[src/design/sfpf_pkg.sv]
// Package: payload types, register indexes and format codes for the sample-to-float converter
package sfpf_pkg;

  localparam int unsigned CfgIdxW = 1;
  localparam int unsigned CfgDataW = 32;

  typedef enum logic [CfgIdxW-1:0] {
    REG_SAMPLE_FORMAT  = 1'b0,
    REG_SCALE_EXPONENT = 1'b1
  } cfg_reg_e;

  typedef enum logic [1:0] {
    FMT_INT32 = 2'd0,
    FMT_INT16 = 2'd1,
    FMT_INT8  = 2'd2,
    FMT_SPARE = 2'd3
  } sample_fmt_e;

  typedef struct packed {
    logic [31:0] raw_sample;
    logic        last_in;
  } in_item_t;

  typedef struct packed {
    logic [31:0] float_bits;
    logic        last_out;
  } out_item_t;

  // Stage 1 -> stage 2: sign and magnitude
  typedef struct packed {
    logic        sign;
    logic [31:0] mag;
    logic        last;
  } mag_t;

  // Stage 2 -> stage 3: normalized magnitude
  typedef struct packed {
    logic        sign;
    logic        zero;
    logic [4:0]  top;
    logic [31:0] norm;
    logic        last;
  } norm_t;

endpackage

[src/design/sfpf_unpack.sv]
// Stage 1: sample width select, sign extension and magnitude
module sfpf_unpack import sfpf_pkg::*; (
  input  logic        clk_i,
  input  logic        rst_ni,
  input  logic        adv_i,
  input  logic        vld_i,
  input  in_item_t    item_i,
  input  logic [1:0]  fmt_i,
  output logic        vld_o,
  output mag_t        data_o
);

  logic        vld_q;
  mag_t        data_q, data_d;
  logic [31:0] sx;

  // Sign-extend the selected width
  always_comb begin
    case (sample_fmt_e'(fmt_i))
      FMT_INT16: sx = {{16{item_i.raw_sample[15]}}, item_i.raw_sample[15:0]};
      FMT_INT8:  sx = {{24{item_i.raw_sample[7]}}, item_i.raw_sample[7:0]};
      default:   sx = item_i.raw_sample;
    endcase
    data_d.sign = sx[31];
    data_d.mag  = sx[31] ? (~sx + 32'd1) : sx;
    data_d.last = item_i.last_in;
  end

  always_ff @(posedge clk_i or negedge rst_ni) begin
    if (!rst_ni) begin
      vld_q <= 1'b0;
    end else if (adv_i) begin
      vld_q <= vld_i;
    end
  end

  always_ff @(posedge clk_i) begin
    if (adv_i) begin
      data_q <= data_d;
    end
  end

  assign vld_o  = vld_q;
  assign data_o = data_q;

endmodule

[src/design/sfpf_norm.sv]
// Stage 2: leading-one search and left normalization
module sfpf_norm import sfpf_pkg::*; (
  input  logic  clk_i,
  input  logic  rst_ni,
  input  logic  adv_i,
  input  logic  vld_i,
  input  mag_t  data_i,
  output logic  vld_o,
  output norm_t data_o
);

  logic  vld_q;
  norm_t data_q, data_d;
  logic [4:0] lz;

  // Priority encoder over the magnitude
  always_comb begin
    lz = 5'd0;
    for (int i = 0; i < 32; i++) begin
      if (data_i.mag[i]) lz = 5'(31 - i);
    end
    data_d.sign = data_i.sign;
    data_d.zero = (data_i.mag == 32'd0);
    data_d.top  = 5'd31 - lz;
    data_d.norm = data_i.mag << lz;
    data_d.last = data_i.last;
  end

  always_ff @(posedge clk_i or negedge rst_ni) begin
    if (!rst_ni) begin
      vld_q <= 1'b0;
    end else if (adv_i) begin
      vld_q <= vld_i;
    end
  end

  always_ff @(posedge clk_i) begin
    if (adv_i) begin
      data_q <= data_d;
    end
  end

  assign vld_o  = vld_q;
  assign data_o = data_q;

endmodule

[src/design/sfpf_round.sv]
// Stage 3: round to nearest even, exponent bias and packing
module sfpf_round import sfpf_pkg::*; (
  input  logic        clk_i,
  input  logic        rst_ni,
  input  logic        adv_i,
  input  logic        vld_i,
  input  norm_t       data_i,
  input  logic [5:0]  scale_i,
  output logic        vld_o,
  output out_item_t   data_o
);

  logic       vld_q;
  out_item_t  data_q, data_d;
  logic [24:0] man;
  logic        rnd_up;
  logic [8:0]  expo;

  // norm[31] is the hidden one; guard at bit 7, sticky below
  always_comb begin
    rnd_up = data_i.norm[7] & ((|data_i.norm[6:0]) | data_i.norm[8]);
    man    = {1'b0, data_i.norm[31:8]} + {24'd0, rnd_up};
    expo   = 9'd127 + {4'd0, data_i.top} - {{3{scale_i[5]}}, scale_i} + {8'd0, man[24]};
    data_d.last_out = data_i.last;
    if (data_i.zero) begin
      data_d.float_bits = 32'd0;
    end else begin
      data_d.float_bits = {data_i.sign, expo[7:0],
                           man[24] ? man[23:1] : man[22:0]};
    end
  end

  always_ff @(posedge clk_i or negedge rst_ni) begin
    if (!rst_ni) begin
      vld_q <= 1'b0;
    end else if (adv_i) begin
      vld_q <= vld_i;
    end
  end

  always_ff @(posedge clk_i) begin
    if (adv_i) begin
      data_q <= data_d;
    end
  end

  assign vld_o  = vld_q;
  assign data_o = data_q;

endmodule

[src/design/scaled_fixed_point_to_float.sv]
// Top level: integer trace sample to scaled IEEE-754 single converter
//
//  channel | signals                              | handshake
//  input   | in_valid_i, in_stall_o, in_item_i    | accept: valid & !stall
//  output  | out_valid_o, out_stall_i, out_item_o | accept: valid & !stall
//  config  | cfg_valid_i, cfg_ready_o, cfg_idx_i, cfg_data_i | write: valid & ready
//
// Three register stages (unpack, normalize, round) share one advance enable.
// One item per cycle is sustained; the pipeline advances whenever its last
// stage is empty or its result is taken, so a stall freezes all stages.
// Reset clears the valid bits and both registers (format 0, exponent 0).
module scaled_fixed_point_to_float import sfpf_pkg::*; (
  input  logic                clk_i,
  input  logic                rst_ni,
  input  logic                in_valid_i,
  output logic                in_stall_o,
  input  in_item_t            in_item_i,
  output logic                out_valid_o,
  input  logic                out_stall_i,
  output out_item_t           out_item_o,
  input  logic                cfg_valid_i,
  output logic                cfg_ready_o,
  input  logic [CfgIdxW-1:0]  cfg_idx_i,
  input  logic [CfgDataW-1:0] cfg_data_i
);

  logic [1:0] fmt_reg_q;
  logic [5:0] scale_q;
  logic       adv;
  logic       v1, v2, v3;
  mag_t       m1;
  norm_t      n2;

  // Registers are always writable
  assign cfg_ready_o = 1'b1;

  // Configuration registers
  always_ff @(posedge clk_i or negedge rst_ni) begin
    if (!rst_ni) begin
      fmt_reg_q <= 2'd0;
      scale_q   <= 6'd0;
    end else if (cfg_valid_i && cfg_ready_o) begin
      case (cfg_reg_e'(cfg_idx_i))
        REG_SAMPLE_FORMAT:  fmt_reg_q <= cfg_data_i[1:0];
        REG_SCALE_EXPONENT: scale_q   <= cfg_data_i[5:0];
        default: ;
      endcase
    end
  end

  // Whole pipeline moves together
  assign adv        = ~(v3 & out_stall_i);
  assign in_stall_o = ~adv;

  sfpf_unpack u_unpack (
    .clk_i, .rst_ni, .adv_i(adv), .vld_i(in_valid_i), .item_i(in_item_i),
    .fmt_i(fmt_reg_q), .vld_o(v1), .data_o(m1)
  );

  sfpf_norm u_norm (
    .clk_i, .rst_ni, .adv_i(adv), .vld_i(v1), .data_i(m1),
    .vld_o(v2), .data_o(n2)
  );

  sfpf_round u_round (
    .clk_i, .rst_ni, .adv_i(adv), .vld_i(v2), .data_i(n2), .scale_i(scale_q),
    .vld_o(v3), .data_o(out_item_o)
  );

  assign out_valid_o = v3;

  // A stalled result must hold
  a_hold: assert property (@(posedge clk_i) disable iff (!rst_ni)
    out_valid_o && out_stall_i |=> out_valid_o && $stable(out_item_o))
    else $error("result changed under stall");

  // Zero always encodes as +0
  a_zero: assert property (@(posedge clk_i) disable iff (!rst_ni)
    out_valid_o && out_item_o.float_bits[30:0] == 31'd0 |-> !out_item_o.float_bits[31])
    else $error("negative zero produced");

  // Input is taken whenever the output side is free
  a_flow: assert property (@(posedge clk_i) disable iff (!rst_ni)
    !out_valid_o |-> !in_stall_o)
    else $error("pipeline blocked without a pending result");

endmodule
[config.mk]
export PLATFORM = sky130hd
export DESIGN_NAME = scaled_fixed_point_to_float
export DESIGN_NICKNAME = d
export VERILOG_FILES = /design/src/design/sfpf_pkg.sv /design/src/design/sfpf_unpack.sv /design/src/design/sfpf_norm.sv /design/src/design/sfpf_round.sv /design/src/design/scaled_fixed_point_to_float.sv
export SDC_FILE = /design/constraint.sdc
export NUM_CORES = 1
export LEC_CHECK = 0
export BUFFER_PORTS_ARGS = -buffer_cell sky130_fd_sc_hd__buf_2
export CAP_MARGIN = 25
export CORE_ASPECT_RATIO = 0.9
export CORE_UTILIZATION = 54
export CTS_BUF_LIST = sky130_fd_sc_hd__clkbuf_2
export DETAILED_ROUTE_END_ITERATION = 6
export PLACE_DENSITY = 0.86
export SLEW_MARGIN = 30
export SYNTH_ARGS = -nofsm -noshare
export SYNTH_HDL_FRONTEND = slang
export SYNTH_SLANG_ARGS = --single-unit
[constraint.sdc]
create_clock -name clk_i -period 3.65 [get_ports clk_i]
set_clock_uncertainty 0.2 [all_clocks]
set_input_delay 0.73 -clock clk_i [delete_from_list [all_inputs] [get_ports clk_i]]
set_output_delay 0.73 -clock clk_i [all_outputs]
set_load 0.005 [all_outputs]
; After elaboration in Yosys (flattened, before gate mapping)
; Cells that the tools add are included.
[word_totals]
regBits = 118
in_bits = 71
out_inout_bits = 36
word_cells = 69
[classes]
add_sub_neg = 6
eq_ne = 2
n_shift = 1
mux = 35
bitwise = 5
reduce_logical = 4
[op_table]
columns = op, count
row1 = $mux 5, 32
row2 = $pmux 32 s2, 1
row3 = $add 32x1->32 const B, 1
row4 = $logic_not 32->1, 1
row5 = $not 32->32, 1
row6 = $shl 32x5->32, 1
row7 = $mux 31, 1
row8 = $add 24x1->25, 1
row9 = $mux 23, 1
row10 = $add 7x5->8 const A, 1
row11 = $add 8x1->8, 1
row12 = $sub 8x8->8, 1
row13 = $reduce_or 7->1, 1
row14 = $sub 5x5->5 const A, 1
row15 = $reduce_and 2->1, 2
row16 = $and 1x1->1, 2
row17 = $eq 2x1->1 const B, 1
row18 = $eq 2x2->1 const B, 1
row19 = $not 1->1, 1
row20 = $or 1x1->1, 1

; Depth between registers and ports, before layout
[depth]
ltp_word = 33
mapped_depth = 17
mapped_depth_nobuf = 16

; Hierarchy
; From an unflattened synthesis, not the netlist that was laid out.
[hier_totals]
cells_unflattened = 772
area_unflattened_um2 = 7973.9
[by_module_without_submodules]
columns = module, instances, cells_each, area_per_inst_um2, seq_area_each_um2
row1 = sfpf_norm, 1, 354, 3298.2, 1226.2
row2 = sfpf_unpack, 1, 201, 2235.9, 1046.0
row3 = sfpf_round, 1, 195, 2095.8, 1016.0
row4 = scaled_fixed_point_to_float, 1, 22, 344.1, 200.2

; Worst setup path before layout
; No wires, ideal clock.
[synth_path]
path_kind = input port to output port
start = in out_stall_i
end = out in_stall_o
t_arrival_ns = 3.259
required_time_ns = 2.720
path_slack_ns = -0.539
cell_stages = 2
path_buffers = 0
cell_sequence = nand2_1 inv_1
[synth_via]
elab_chain_cells = 1
[synth_rtl]
columns = item, line
row1 = from (decl), scaled_fixed_point_to_float.sv:19  ; input logic out_stall_i,
row2 = $and 1x1->1, scaled_fixed_point_to_float.sv:52  ; assign adv = ~(v3 & out_stall_i);
row3 = to (decl), scaled_fixed_point_to_float.sv:16  ; output logic in_stall_o,
; Every way passes these cells.

==> flow_summary.toml <==
[timing]
finalMaxSlewViolations = 0
period_needed_ns = 3.59
tightest_slew_ns = 0.588
timing.final.ws_setup_ns = 0.0595
rsz0062_at_grt = "no"
slew-limit-headroom = 0.605
timing.final.crit_share = 0.984
finalHoldViolCount = 0
final-setup-viol-count = 0
max_freq_mhz = 279

[clock_tree]
cts.sink_count = 118
h_tree_depth = 4
cts_buffers = 17
tritoncts = "yes"
insertion_delay_ns = 0.71
clk_path_buf_depth = 2
worst_setup_hold_path_clk_slew_ns = 0.18
clockRootBuffer = "sky130_fd_sc_hd__clkbuf_2"

[synth]
register_area_share_after_synthesis = 0.448
postSynthAreaPerCell_um2 = 10.2
synth_async_sr_flop_share = 0.0932
mappedNetlistArea_um2 = 7780
postSynth.topFlopCell = "sky130_fd_sc_hd__edfxtp_1"
ys_ff_latch = 118
yosys_cell_types = 76
synth_enable_flop_cells = 107
syn_nets = 845
syn-instance-count = 764
yosys_warnings = 0

[power]
power_density_nw_per_um2 = 732
p_leak_uw = 0.00360
max-vdd-ir-drop_uv = 312

[setup_path]
r2r_slack_ns = 0.06
timing.critical_path.from_type = "flop"
timing.critical_path.to_type = "flop"
path_max_fanout = 6
wp_data_arrival_ns = 3.84
setup.worst_path.class = "reg -> reg"
worst_path_required_time_ns = 3.90

[floorplan]
rows = 41
top_level_ports = 107
die_area_um2 = 14900
coreArea_um2 = 14100
chipWidth_um = 129
initial_core_util = 0.554
fp.dieH_um = 116

[routing]
route.vias.total = 6588
remaining_drc_errors = 0
wl_um = 18800
detail_route.wl_per_cell_um = 17.3
detail_route.iter0.violations = 518
first_pass_iters = 5
via_per_instance_ratio = 6.05
drt.antenna.violating_nets = 0

[final_layout]
syn2layout_area_growth_pct = 16.3
final-instance-count-excl-fill = 1089
num_antenna_cells = 0
most_common_cell_after_layout_fill_and_taps_aside = "sky130_fd_sc_hd__edfxtp_1"
final_cell_mix = "sky130_fd_sc_hd__edfxtp_1, sky130_fd_sc_hd__buf_2, sky130_fd_sc_hd__nor2_1, sky130_fd_sc_hd__nand2_1, sky130_fd_sc_hd__buf_4"
final_layout_size_suffix_gt1_frac = 0.242
fin_nets = 964

[global_routing]
grt_first_pass_wirelength_um = 30700
pin_count_of_the_biggest_net_entering_global_routing = 41
antenna_violations_before_repair = 0
via_count_of_the_first_global_routing_pass = 6188
globalRouteOverflowTotal = 0
grt_usage = 0.271

[placement]
dp_hpwl_um = 14100
buffer_ports.inserted = 79
place_congestion = 0.997
post_place_cells = 1047
preCtsSetupSlack_ns = -0.0162

[job]
drv.max_cap_violation_count = 0

[hold_path]
worstHoldPathType = "in -> reg"

[run_status]
status = "complete, no violations"
==> power breakdown <==
part / switching (uW) / internal (uW) / leakage [uW] / total (uW)
registers: 356 / 2160 / 0.00122 / 2520
logic: 1780 / 1460 / 0.00223 / 3240
clock network: 493 / 379 / 0.000149 / 872
==> Yosys cell counts (all sizes together) (9+ instances only) <==
cell type,count,area share
nor2,77,0.037
and2,9,0.0072
nor2b,12,0.0096
o22ai,10,0.0080
nand2,59,0.028
edfxtp,107,0.41
o31ai,9,0.0087
mux2,15,0.022
nor3,16,0.010
clkbuf,22,0.011
nor4,17,0.014
xnor2,18,0.020
mux2i,34,0.047
nand3,22,0.014
inv,30,0.015
buf,23,0.017
xor2,27,0.030
mux4,13,0.039
dfrtp,11,0.035
o21ai,40,0.026
a21oi,39,0.026
or3,15,0.012
==> flip-flops by register name, summed over array words and instances (netlist names) <==
name and cells:
fmt_reg_q 2, u_round.data_o 33, u_norm.vld_o 1, u_norm.data_o 40, scale_q 6, u_round.vld_o 1
u_unpack.data_o 34, u_unpack.vld_o 1
==> per-stage QoR <==
stage / setup TNS [ns] / cell area [um^2] / utilization / power, uW / hold WS (ns)
CTS: 0 / 9010 / 0.641 / 6550 / 0.00386
global route: 0 / 9060 / 0.644 / 7030 / 0.00343
detailed placement: -0.0162 / 8670 / 0.617 / 5670 / 0.208
finish: 0 / 9060 / 0.644 / 6630 / 0.0622
global placement: 0 / 8670 / 0.617 / 5600 / 0.202
floorplan: 0 / 7790 / - / 4560 / 0.200
==> critical path, stage by stage (launching register included) <==
cell and delay (ns):
sky130_fd_sc_hd__edfxtp_1 0.44, sky130_fd_sc_hd__or3_1 0.38, sky130_fd_sc_hd__a221o_1 0.29, sky130_fd_sc_hd__a21oi_2 0.21, sky130_fd_sc_hd__o211a_2 0.35, sky130_fd_sc_hd__mux4_1 0.65, sky130_fd_sc_hd__mux2i_4 0.25, sky130_fd_sc_hd__o2111ai_1 0.14
sky130_fd_sc_hd__a221o_1 0.41
==> layout make-up <==
| class | instances | area [um^2] |
|---|---|---|
| repair buffers | 145 | 948 |
| fillers | 1131 | 5000 |
| flip-flops and latches | 118 | 3490 |
| clock inverters | 14 | 159 |
| inverters | 32 | 125 |
| well taps | 193 | 241 |
| multi-input cells | 569 | 4000 |
| clock buffers | 18 | 90.1 |
==> final timing paths <==
| check | start | to | depth (start not counted) |
|---|---|---|---|
| worst max-delay path | u_unpack.data_o[12] | u_norm.data_o[30] | 8 |
| worst min-delay path | cfg_data_i[2] | scale_q[2] | 2 |
| worst max register to register | u_unpack.data_o[12] | u_norm.data_o[30] | 8 |
| worst min register to register | u_unpack.data_o[0] | u_norm.data_o[0] | 0 |
| max in group asynchronous | rst_ni | scale_q[3] | 2 |
| min in group asynchronous | rst_ni | fmt_reg_q[0] | 2 |
==> layer usage <==
layer	track usage	vias to the layer above	wire length, um
met3	0.0697	54	1500
li1	-	3145	-
met4	0.118	0	581
met5	0	-	0
met1	0.337	3049	7800
met2	0.449	340	8950
==> cells by family after synthesis <==
logic type      after synthesis  synth area share
simple gates                262             0.163
fa+ha+maj                    10            0.0180
compound gates              189             0.167
flops                       118             0.448
other cells                   1          0.000482
buf+inv                      77            0.0436
xor+xnor                     45            0.0506
mux                          62             0.109
==> timing repair <==
item / in CTS / in global routing
hold buffers: 8 / 0
endpoints found under the setup margin: 1 / 10
hold endpoints to repair: 18 / 0
resized for setup: 1 / 10
pin swaps: 0 / 2
setup buffers: 0 / 2
Power figures use the tool's default switching activity.
